$ cat config.mk
export PLATFORM = sky130hd
export DESIGN_NAME = fsvs_ram
export DESIGN_NICKNAME = d
export VERILOG_FILES = /design/src/fsvs_ram.sv
export SDC_FILE = /design/constraint.sdc
export NUM_CORES = 1
export LEC_CHECK = 0
export BUFFER_PORTS_ARGS = -buffer_cell sky130_fd_sc_hd__buf_4
export CAP_MARGIN = 10
export CORE_ASPECT_RATIO = 1.2
export CORE_MARGIN = 1
export CORE_UTILIZATION = 55
export CTS_CLUSTER_DIAMETER = 40
export DETAILED_ROUTE_END_ITERATION = 6
export GPL_TIMING_DRIVEN = 0
export PLACE_DENSITY = 0.72
export RECOVER_POWER = 25
export REMOVE_ABC_BUFFERS = 1
export SYNTH_ARGS = -nofsm -noshare
export SYNTH_HDL_FRONTEND = slang
export SYNTH_SLANG_ARGS = --single-unit
$ cat constraint.sdc
create_clock -name aclk -period 3.59 [get_ports aclk]
set_input_delay 0.359 -clock aclk [delete_from_list [all_inputs] [get_ports aclk]]
set_output_delay 0.359 -clock aclk [all_outputs]
set_load 0.01 [all_outputs]
$ cat src/fsvs_ram.sv
`default_nettype none

module fsvs_ram #(
    parameter int WIDTH = 8,
    parameter int DEPTH = 16,
    localparam int AW = $clog2(DEPTH)
) (
    input  logic             aclk,
    input  logic             we,
    input  logic [AW-1:0]    waddr,
    input  logic [WIDTH-1:0] wdata,
    input  logic [AW-1:0]    raddr,
    output logic [WIDTH-1:0] rdata
);

    logic [WIDTH-1:0] mem [DEPTH];
    logic [WIDTH-1:0] rdata_reg;

    // read returns the old word on a same-address write
    always_ff @(posedge aclk) begin
        if (we) begin
            mem[waddr] <= wdata;
        end
        rdata_reg <= mem[raddr];
    end

    assign rdata = rdata_reg;

endmodule

`default_nettype wire

======== After elaboration in Yosys (flattened, before gate mapping) ========
Memories as Yosys holds them, arrays and structs flattened. A register that Yosys moved wholly into a read port is not among the register bits.
Cells that the tools add are included.
storage, ports and cells
  flip-flop bits (word level) ............. 0
  bits in writable memories ............... 128
  input port bits ......................... 18
  output and inout port bits .............. 8
  logic and storage cells ................. 3
  memories kept ........................... 1
memories
  name  depth  width  rd ports  clocked after Yosys merged registers in  wr ports  line  text
  mem   16     8      1         1                                        1         16    logic [WIDTH-1:0] mem [DEPTH];
cells by class
  mux-type cells .......................... 2
operators with widths
  kind               number
  two-way mux 1 bit  2

======== Logic depth before layout (Yosys ltp) ========
Gate-level depths: netlist of the first run.
  depth after elaboration ................. 2
  gate-level depth with buffers ........... 5
  gate-level depth less buffers ........... 3

======== Worst setup path before layout of the first run ========
No wires, ideal clock.
  path type ............................... input to register
  start ................................... input waddr[2]
  end ..................................... memory mem[0][0] (enable)
  arrival ................................. 1469 ps
  slack ................................... 1738 ps
  cell stages on the path ................. 2
  buffers on the path ..................... 0
  path through ............................ or3b_2 nor3_1
RTL lines
  item                line  text
  start: declaration  10    input logic [AW-1:0] waddr,
  end: declaration    16
Straight into the memory's write port.

======== Worst setup path after layout of the first run ========
  start ................................... input waddr[2]
  end ..................................... memory mem[3][5] (enable)
Straight into the memory's write port.

==> results of run 1 <==
[cells by family (layout without fill, tap and decap cells)]
kind of cell    count (synthesis)  in the layout  share of synthesized area
mux                            32             32                     0.1502
buf+inv                        10             58                    0.01677
compound gates                 16             16                    0.02334
simple gates                   35             35                    0.03184
flops                         136            136                     0.7778
[how the worst max path moves through the flow]
stage	endpoint	slack, ns	cells past startpoint
final	mem[3][5]	1.97	3
after global routing	mem[3][3]	1.94	3
after CTS	mem[3][5]	1.98	3
after detailed placement	mem[3][0]	1.47	3
after global placement	mem[0][1]	1.09	3
after floorplan	mem[0][0]	1.74	2
[stage by stage]
stage               setup WS [ns]  std cells  hold slack (ns)  area (um^2)
global placement            1.091        364           0.6510         5399
floorplan                   1.738        219           0.4579         5061
finish                      1.974        397           0.2841         6022
detailed placement          1.475        365           0.6540         5419
CTS                         1.978        397           0.1296         6052
global route                1.937        397           0.2679         6022
[cell type report]
type                    instances  area (um^2)  area share
clock buffers                  19        431.7     0.07168
clock inverters                13        201.4     0.03345
multi-input cells              83         1072      0.1781
flip-flops and latches        136         4004      0.6649
well taps                     120        150.1     0.02493
repair buffers                 26        162.7     0.02701
[routing by layer]
metal,vias up,part of all wire
met4,0,0.026
met3,19,0.044
met2,83,0.49
met5,-,0
li1,1052,-
met1,1277,0.43
[synthesized netlist by cell type, drive strengths merged (2+ instances only)]
master | count | share of area
buf | 7 | 0.011
edfxtp | 128 | 0.75
nor2 | 13 | 0.0095
nand2 | 9 | 0.0066
dfxtp | 8 | 0.031
mux4 | 32 | 0.15
nand3b | 2 | 0.0029
nand2b | 2 | 0.0024
clkdlybuf4s25 | 3 | 0.0058
nor3 | 4 | 0.0039
a22oi | 16 | 0.023
[power by group through the flow]
stage	combinational [mW]	sequential (mW)	clock, mW
final	0.163	1.79	1.83
after global routing	0.175	1.79	1.92
after CTS	0.168	1.79	1.84
after detailed placement	0.167	1.82	0
after global placement	0.163	1.82	0
after floorplan	0.0712	1.82	0
==> results_dict.tcl, run 1 <==
set metrics [dict create \
    layout_commonest_cell "edfxtp_1" \
    drive_above_1_share 0.2563 \
    nFillCells 604 \
    area_growth_pct 16.99 \
    r2r-end "rdata[2]" \
    slew_headroom 0.3287 \
    clockBufferDepth 2 \
    track_usage 0.2082 \
    holdPathStages 2 \
    num-nets-final 282 \
    layout_common_cells "edfxtp_1, mux4_2, buf_4" \
    ir_drop_mv 0.4845 \
    drc 0 \
    largest_reg_flops 128 \
    fin_crit_sh 0.4501 \
    syn_area_mm2 0.005147 \
    hold_viol 0 \
    ys.flop_type "edfxtp_1" \
    use_met1 0.2747 \
    cp_slowest_cell "nor2_1" \
    synthCells 229 \
    cts_tree "built" \
    crit_start "waddr[2]" \
    min_path_type "input port to flip-flop" \
    cellLeakagePower_nw 1.998 \
    start_kind "input port" \
    start_util 0.5668 \
    ff2ff_path_depth 3 \
    synth_edf_count 128 \
    final.setup_skew_ns 0.004675 \
    setup_violations 0 \
    postCtsSetupRepairBufs 0 \
    critPathKind "input port to flip-flop" \
    p_int_mw 3.057 \
    holdBufCountCts 0 \
    drtPass1Iterations 5 \
    ys_seq_elements 136 \
    power.switching_mw 0.7178 \
    port-buffer-count 25 \
    antenna_found_initial 0 \
    die_w_um 90.31 \
    utilization 0.6631 \
    cp_cell_sequence "buf_4 > or3b_2 > nor2_1" \
    place.gp.congestion 0.7750 \
    crit_family "simple AND/OR/NAND/NOR gates" \
    met2_usage 0.3168 \
    min_to "mem[0][5]" \
    die_h_um 108.0 \
    fmax_ghz 0.6189 \
    ys_warn_count 0 \
    worstPathMaxFanout 8 \
    yosysSeqAreaShare 0.7778 \
    tightest_slew_ns 1.003 \
    power_frac_seq 0.473 \
    path_buf_inv 1 \
    status "completed" \
    grt_pass1_vias 2364 \
    clock_latency_ns 0.52 \
    min_from "waddr[0]" \
    final.min_clock_period_ns 1.616 \
    grt_busiest_layer "met2" \
    cp.arrival_ns 1.75 \
    gr-usage-met3 0.05485 \
    via_per_inst 6.123 \
    vias 2431 \
    clkSlewWorstSetupHoldPaths_ns 0.06 \
    powerDensity_mw_per_mm2 626.8 \
    clockPowerShare 0.484 \
    r2r_slack_ns 2.20 \
    root_buffer "clkbuf_8" \
    slew_violations 0 \
    num_rows 38 \
    r2r_start "mem[0][2]" \
    p_comb_frac 0.043 \
    die-area_mm2 0.009751 \
    clock_sinks 136 \
    drt_iter0_markers 234 \
    rsz0062_at_grt "no" \
    htree_levels 4 \
    power.total_mw 3.775 \
    place_hpwl_um 5384 \
    wirelength_um 9354 \
    grt_pass1_wl_um 13820 \
    core_mm2 0.009081 \
    gr-total-overflow 0 \
    antenna_cells 0 \
    crit_required_ns 3.73 \
    critPathMaxStageDelay_ns 0.75 \
    postSynthAreaPerCell_um2 22.48 \
    yosysUniqueCellTypes 19 \
    wire_per_inst_um 23.56 \
    tns_ns 0 \
    grt_start_max_net_pins 33 \
    maxCapViolCount 0 \
    swShare 0.1902 \
    cts_made_buffers 17 \
    endpoint_kind "flip-flop" \
    antenna_left 0 \
    cts_resized 0 \
    ios 26 \
    async_flop_share 0 \
]
No activity file was read; power rests on OpenSTA's default activity.
==> inputs of run 2 (changes only) <==
==> constraint.sdc (replaced) <==
create_clock -name aclk -period 1.6 [get_ports aclk]
set_input_delay 0.16 -clock aclk [delete_from_list [all_inputs] [get_ports aclk]]
set_output_delay 0.16 -clock aclk [all_outputs]
set_load 0.01 [all_outputs]
==> run 2 against run 1 <==
Net effect: final cell count is 2.0% higher; routed wire length down 0.43%; first-iteration DRC count rose by 3.0%; via count rose by 0.90%; global-route usage about the same; worst hold slack worse by 0.20 ns; core utilization is 1.0 points higher; die area is the same; sequential cell count stayed put; highest routed layer unchanged; cell area increased by 1.5%; sequential power grew 120%.
==> results_dict.tcl, run 2 (same netlist as run 1, synthesis figures left out) <==
set metrics [dict create \
    status "completed" \
    fin_crit_sh 0.8820 \
    die_w_um 90.31 \
    cp_slowest_cell "nor2_1" \
    track_usage 0.2085 \
    drt_iter0_markers 241 \
    cts_tree "built" \
    num_rows 38 \
    hold_viol 0 \
    endpoint_kind "flip-flop" \
    critPathMaxStageDelay_ns 0.75 \
    setup_violations 0 \
    final.setup_skew_ns 0.003212 \
    tightest_slew_ns 0.9702 \
    rsz0062_at_grt "no" \
    port-buffer-count 25 \
    antenna_found_initial 0 \
    start_util 0.5668 \
    largest_reg_flops 128 \
    utilization 0.6732 \
    antenna_cells 0 \
    slew_headroom 0.3508 \
    place_hpwl_um 5384 \
    area_growth_pct 18.77 \
    drive_above_1_share 0.2596 \
    cellLeakagePower_nw 2.042 \
    core_mm2 0.009081 \
    antenna_left 0 \
    gr-total-overflow 0 \
    pre_cts_ws_ns -0.3164 \
    clkSlewWorstSetupHoldPaths_ns 0.06 \
    min_path_type "input port to flip-flop" \
    grt_pass1_vias 2376 \
    worstPathMaxFanout 8 \
    clockBufferDepth 2 \
    drc 0 \
    final.min_clock_period_ns 1.411 \
    cts_resized 0 \
    die_h_um 108.0 \
    fin_ws_ns 0.1888 \
    maxCapViolCount 0 \
    layout_commonest_cell "edfxtp_1" \
    ir_drop_mv 1.087 \
    start_kind "input port" \
    slew_violations 0 \
    wire_per_inst_um 23.00 \
    clock_sinks 136 \
    root_buffer "clkbuf_8" \
    htree_levels 4 \
    layout_common_cells "edfxtp_1, buf_4, mux4_2" \
    clock_latency_ns 0.51 \
    critPathKind "input port to flip-flop" \
    wirelength_um 9314 \
    grt_pass1_wl_um 13910 \
    vias 2453 \
    via_per_inst 6.057 \
    cp.arrival_ns 1.55 \
    fmax_ghz 0.7086 \
    drtPass1Iterations 4 \
    grt_start_max_net_pins 33 \
    powerDensity_mw_per_mm2 1389 \
    die-area_mm2 0.009751 \
    cts_made_buffers 17 \
    crit_required_ns 1.74 \
    ios 26 \
    place.gp.congestion 0.7750 \
    cp_cell_sequence "buf_4 > or3b_2 > nor2_1" \
    num-nets-final 290 \
]
## run 2: area by class of cell
type,instances,area (um^2)
flip-flops and latches,136,4004
fillers,600,2968
multi-input cells,83,1072
clock buffers,19,431.7
repair buffers,34,254.0
clock inverters,13,201.4
well taps,120,150.1
## run 2: final timing paths
path,from,slack [ns],end,cells after the start
worst max-delay path,waddr[2],0.19,mem[3][0],3
worst max register to register,mem[0][2],0.23,rdata[2],3
worst min register to register,mem[14][5],0.66,rdata[5],3
worst min-delay path,waddr[0],0.09,mem[0][3],2
## run 2: what timing repair did
action | in CTS | in global routing
hold endpoints to repair | 128 | 0
buffers inserted | 0 | 0
hold buffers | 8 | 0
## run 2: critical path: cells and delay by family
| kind | cells | cell delay [ns] |
|---|---|---|
| buffers and inverters | 1 | 0.13 |
| and+or+nand+nor | 2 | 1.26 |
## run 2: per-stage QoR
step | instances | total power, mW | setup TNS [ns] | hold WS [ns] | area, um^2
global route | 405 | 8.726 | 0 | 0.06846 | 6113
global placement | 364 | 4.440 | -25.93 | 0.4563 | 5399
floorplan | 219 | 4.245 | -0.4230 | 0.2589 | 5061
CTS | 405 | 8.529 | 0 | 0.05977 | 6132
detailed placement | 365 | 4.454 | -14.75 | 0.4662 | 5419
finish | 405 | 8.491 | 0 | 0.08629 | 6113
## run 2: power by group
group          leakage (nW)  switching, mW  total (mW)  internal, mW
combinational         0.515          0.210       0.382         0.173
sequential             1.22         0.0219        4.01          3.99
clock                 0.304           1.38        4.10          2.72
## run 2: metal layers
layer  up-vias  track usage  part of all wire
li1       1064            -                 -
met1      1252       0.2767              0.42
met2       115       0.3179              0.49
met3        22      0.06118             0.064
met4         0       0.1106             0.029
met5         -            0                 0
==> inputs of run 3 (changes only) <==
--- a/config.mk
+++ b/config.mk
@@ -9,11 +9,11 @@
 export CAP_MARGIN = 10
 export CORE_ASPECT_RATIO = 1.2
 export CORE_MARGIN = 1
-export CORE_UTILIZATION = 55
+export CORE_UTILIZATION = 23
 export CTS_CLUSTER_DIAMETER = 40
 export DETAILED_ROUTE_END_ITERATION = 6
 export GPL_TIMING_DRIVEN = 0
-export PLACE_DENSITY = 0.72
+export PLACE_DENSITY = 0.36
 export RECOVER_POWER = 25
 export REMOVE_ABC_BUFFERS = 1
 export SYNTH_ARGS = -nofsm -noshare
==> run 3 against run 2 <==
Net effect: the flow now finishes with violations (design-rule violations); global-route usage fell by 10 points; cell area grew 2.6%; critical path depth stayed put; clock skew is 0.0018 ns higher; clock power decreased by 1%; combinational power is 3% higher; die area is 140% higher; first-iteration DRC count decreased by 8.3%; setup slack lost 0.11 ns; sequential power about the same; count of clock-buffer cells in the layout up 6; via count shrank 3.3%.
==> results_dict.tcl, run 3 (same netlist as run 1, synthesis figures left out) <==
set metrics [dict create \
    status "finished, violations left" \
    violations "design-rule violations" \
    drive_above_1_share 0.2750 \
    powerDensity_mw_per_mm2 1345 \
    min_to "mem[0][5]" \
    utilization 0.2870 \
    wire_per_inst_um 20.76 \
    antenna_found_initial 0 \
    root_buffer "clkbuf_16" \
    htree_levels 4 \
    rsz0062_at_grt "no" \
    fmax_ghz 0.6586 \
    clock_latency_ns 0.42 \
    cp_slowest_cell "nor2_1" \
    clkSlewWorstSetupHoldPaths_ns 0.06 \
    final.min_clock_period_ns 1.518 \
    vias 2372 \
    r2r_start "mem[0][3]" \
    core_mm2 0.02185 \
    die-area_mm2 0.02299 \
    maxCapViolCount 0 \
    largest_reg_flops 128 \
    place.gp.congestion 0.6273 \
    hold_viol 0 \
    clock_sinks 136 \
    cts_tree "built" \
    use_met1 0.1532 \
    ir_drop_mv 0.7155 \
    critPathKind "input port to flip-flop" \
    fin_ws_ns 0.08171 \
    critPathMaxStageDelay_ns 0.73 \
    drt_iter0_markers 221 \
    antenna_left 0 \
    drc 8 \
    power.total_mw 8.436 \
    die_h_um 165.9 \
    via_per_inst 4.282 \
    r2r_slack_ns 0.10 \
    track_usage 0.1079 \
    gr-usage-met3 0.02710 \
    endpoint_kind "flip-flop" \
    cp.arrival_ns 1.56 \
    grt_pass1_vias 2468 \
    holdBufCountCts 0 \
    area_growth_pct 21.83 \
    final.setup_skew_ns 0.005049 \
    pre_cts_ws_ns -0.4652 \
    ff2ff_path_depth 3 \
    num-nets-final 285 \
    grt_start_max_net_pins 33 \
    slew_headroom 0.3087 \
    layout_common_cells "edfxtp_1, clkbuf_16, mux4_2" \
    r2r-end "rdata[3]" \
    nFillCells 2168 \
    start_util 0.2356 \
    setup_violations 0 \
    port-buffer-count 25 \
    num_rows 59 \
    place_hpwl_um 6946 \
    drtPass1Iterations 6 \
    cts_made_buffers 17 \
    min_path_type "input port to flip-flop" \
    worstPathMaxFanout 8 \
    antenna_cells 0 \
    cellLeakagePower_nw 2.025 \
    ios 26 \
    clockBufferDepth 2 \
    die_w_um 138.6 \
    tightest_slew_ns 1.033 \
    holdPathStages 2 \
    layout_commonest_cell "edfxtp_1" \
    met2_usage 0.1521 \
    grt_pass1_wl_um 16840 \
    gr-total-overflow 0 \
    min_from "waddr[0]" \
    crit_required_ns 1.64 \
    wirelength_um 11500 \
    cp_cell_sequence "buf_4 > or3b_2 > nor2_1" \
    fin_crit_sh 0.9489 \
    grt_busiest_layer "met1" \
    start_kind "input port" \
    slew_violations 0 \
]
[run 3: cell count changes in the layout (fill, tap and decap cells not counted), sizes merged]
| cell | previous run | this run |
|---|---|---|
| clkinv | 5 | 4 |
| dlygate4sd3 | 8 | 0 |
| bufinv | 5 | 0 |
| clkbuf | 24 | 33 |
[run 3: what timing repair did]
| item | 4_1_cts | 5_1_grt |
|---|---|---|
| gates resized for setup | 1 | 1 |
| setup endpoints to repair | 8 | 2 |
| setup buffers | 0 | 0 |
[run 3: worst max path at each step]
stage / start / endpoint
final: waddr[2] / mem[3][6]
after global routing: waddr[2] / mem[2][5]
after CTS: raddr[0] / rdata[3]
after detailed placement: waddr[2] / mem[1][2]
after global placement: waddr[2] / mem[0][6]
after floorplan: waddr[2] / mem[0][0]
[run 3: report_power, final]
part | switching (mW) | internal [mW] | total (mW)
registers | 0.0185 | 3.99 | 4.00
clock network | 1.47 | 2.57 | 4.04
logic | 0.234 | 0.161 | 0.395
[run 3: area by class of cell]
cell class,instances,area (um^2),share of cell area
well taps,274,342.8,0.05467
clock inverters,7,46.29,0.007382
repair buffers,29,206.4,0.03292
flip-flops and latches,136,4004,0.6385
clock buffers,25,591.8,0.09437
multi-input cells,83,1080,0.1722
[run 3: metal layers]
metal	vias up	wire [um]
met4	0	218
li1	1049	-
met1	1234	5563
met5	-	0
met2	74	5094
met3	15	623
[run 3: critical path: cells and delay by family]
| family | cells | cell delay [ns] |
|---|---|---|
| buf+inv | 1 | 0.13 |
| simple gates | 2 | 1.26 |
[run 3: per-stage QoR]
| step | hold WS, ns | TNS [ns] | cells | area, um^2 |
|---|---|---|---|---|
| 6_report | 0.1597 | 0 | 554 | 6271 |
| 3_3_place_gp | 0.4838 | -43.80 | 518 | 5592 |
| 2_1_floorplan | 0.2589 | -0.4230 | 219 | 5061 |
| 3_5_place_dp | 0.4903 | -24.15 | 522 | 5657 |
| 5_1_grt | 0.1523 | 0 | 554 | 6271 |
| 4_1_cts | 0.04967 | 0 | 554 | 6297 |
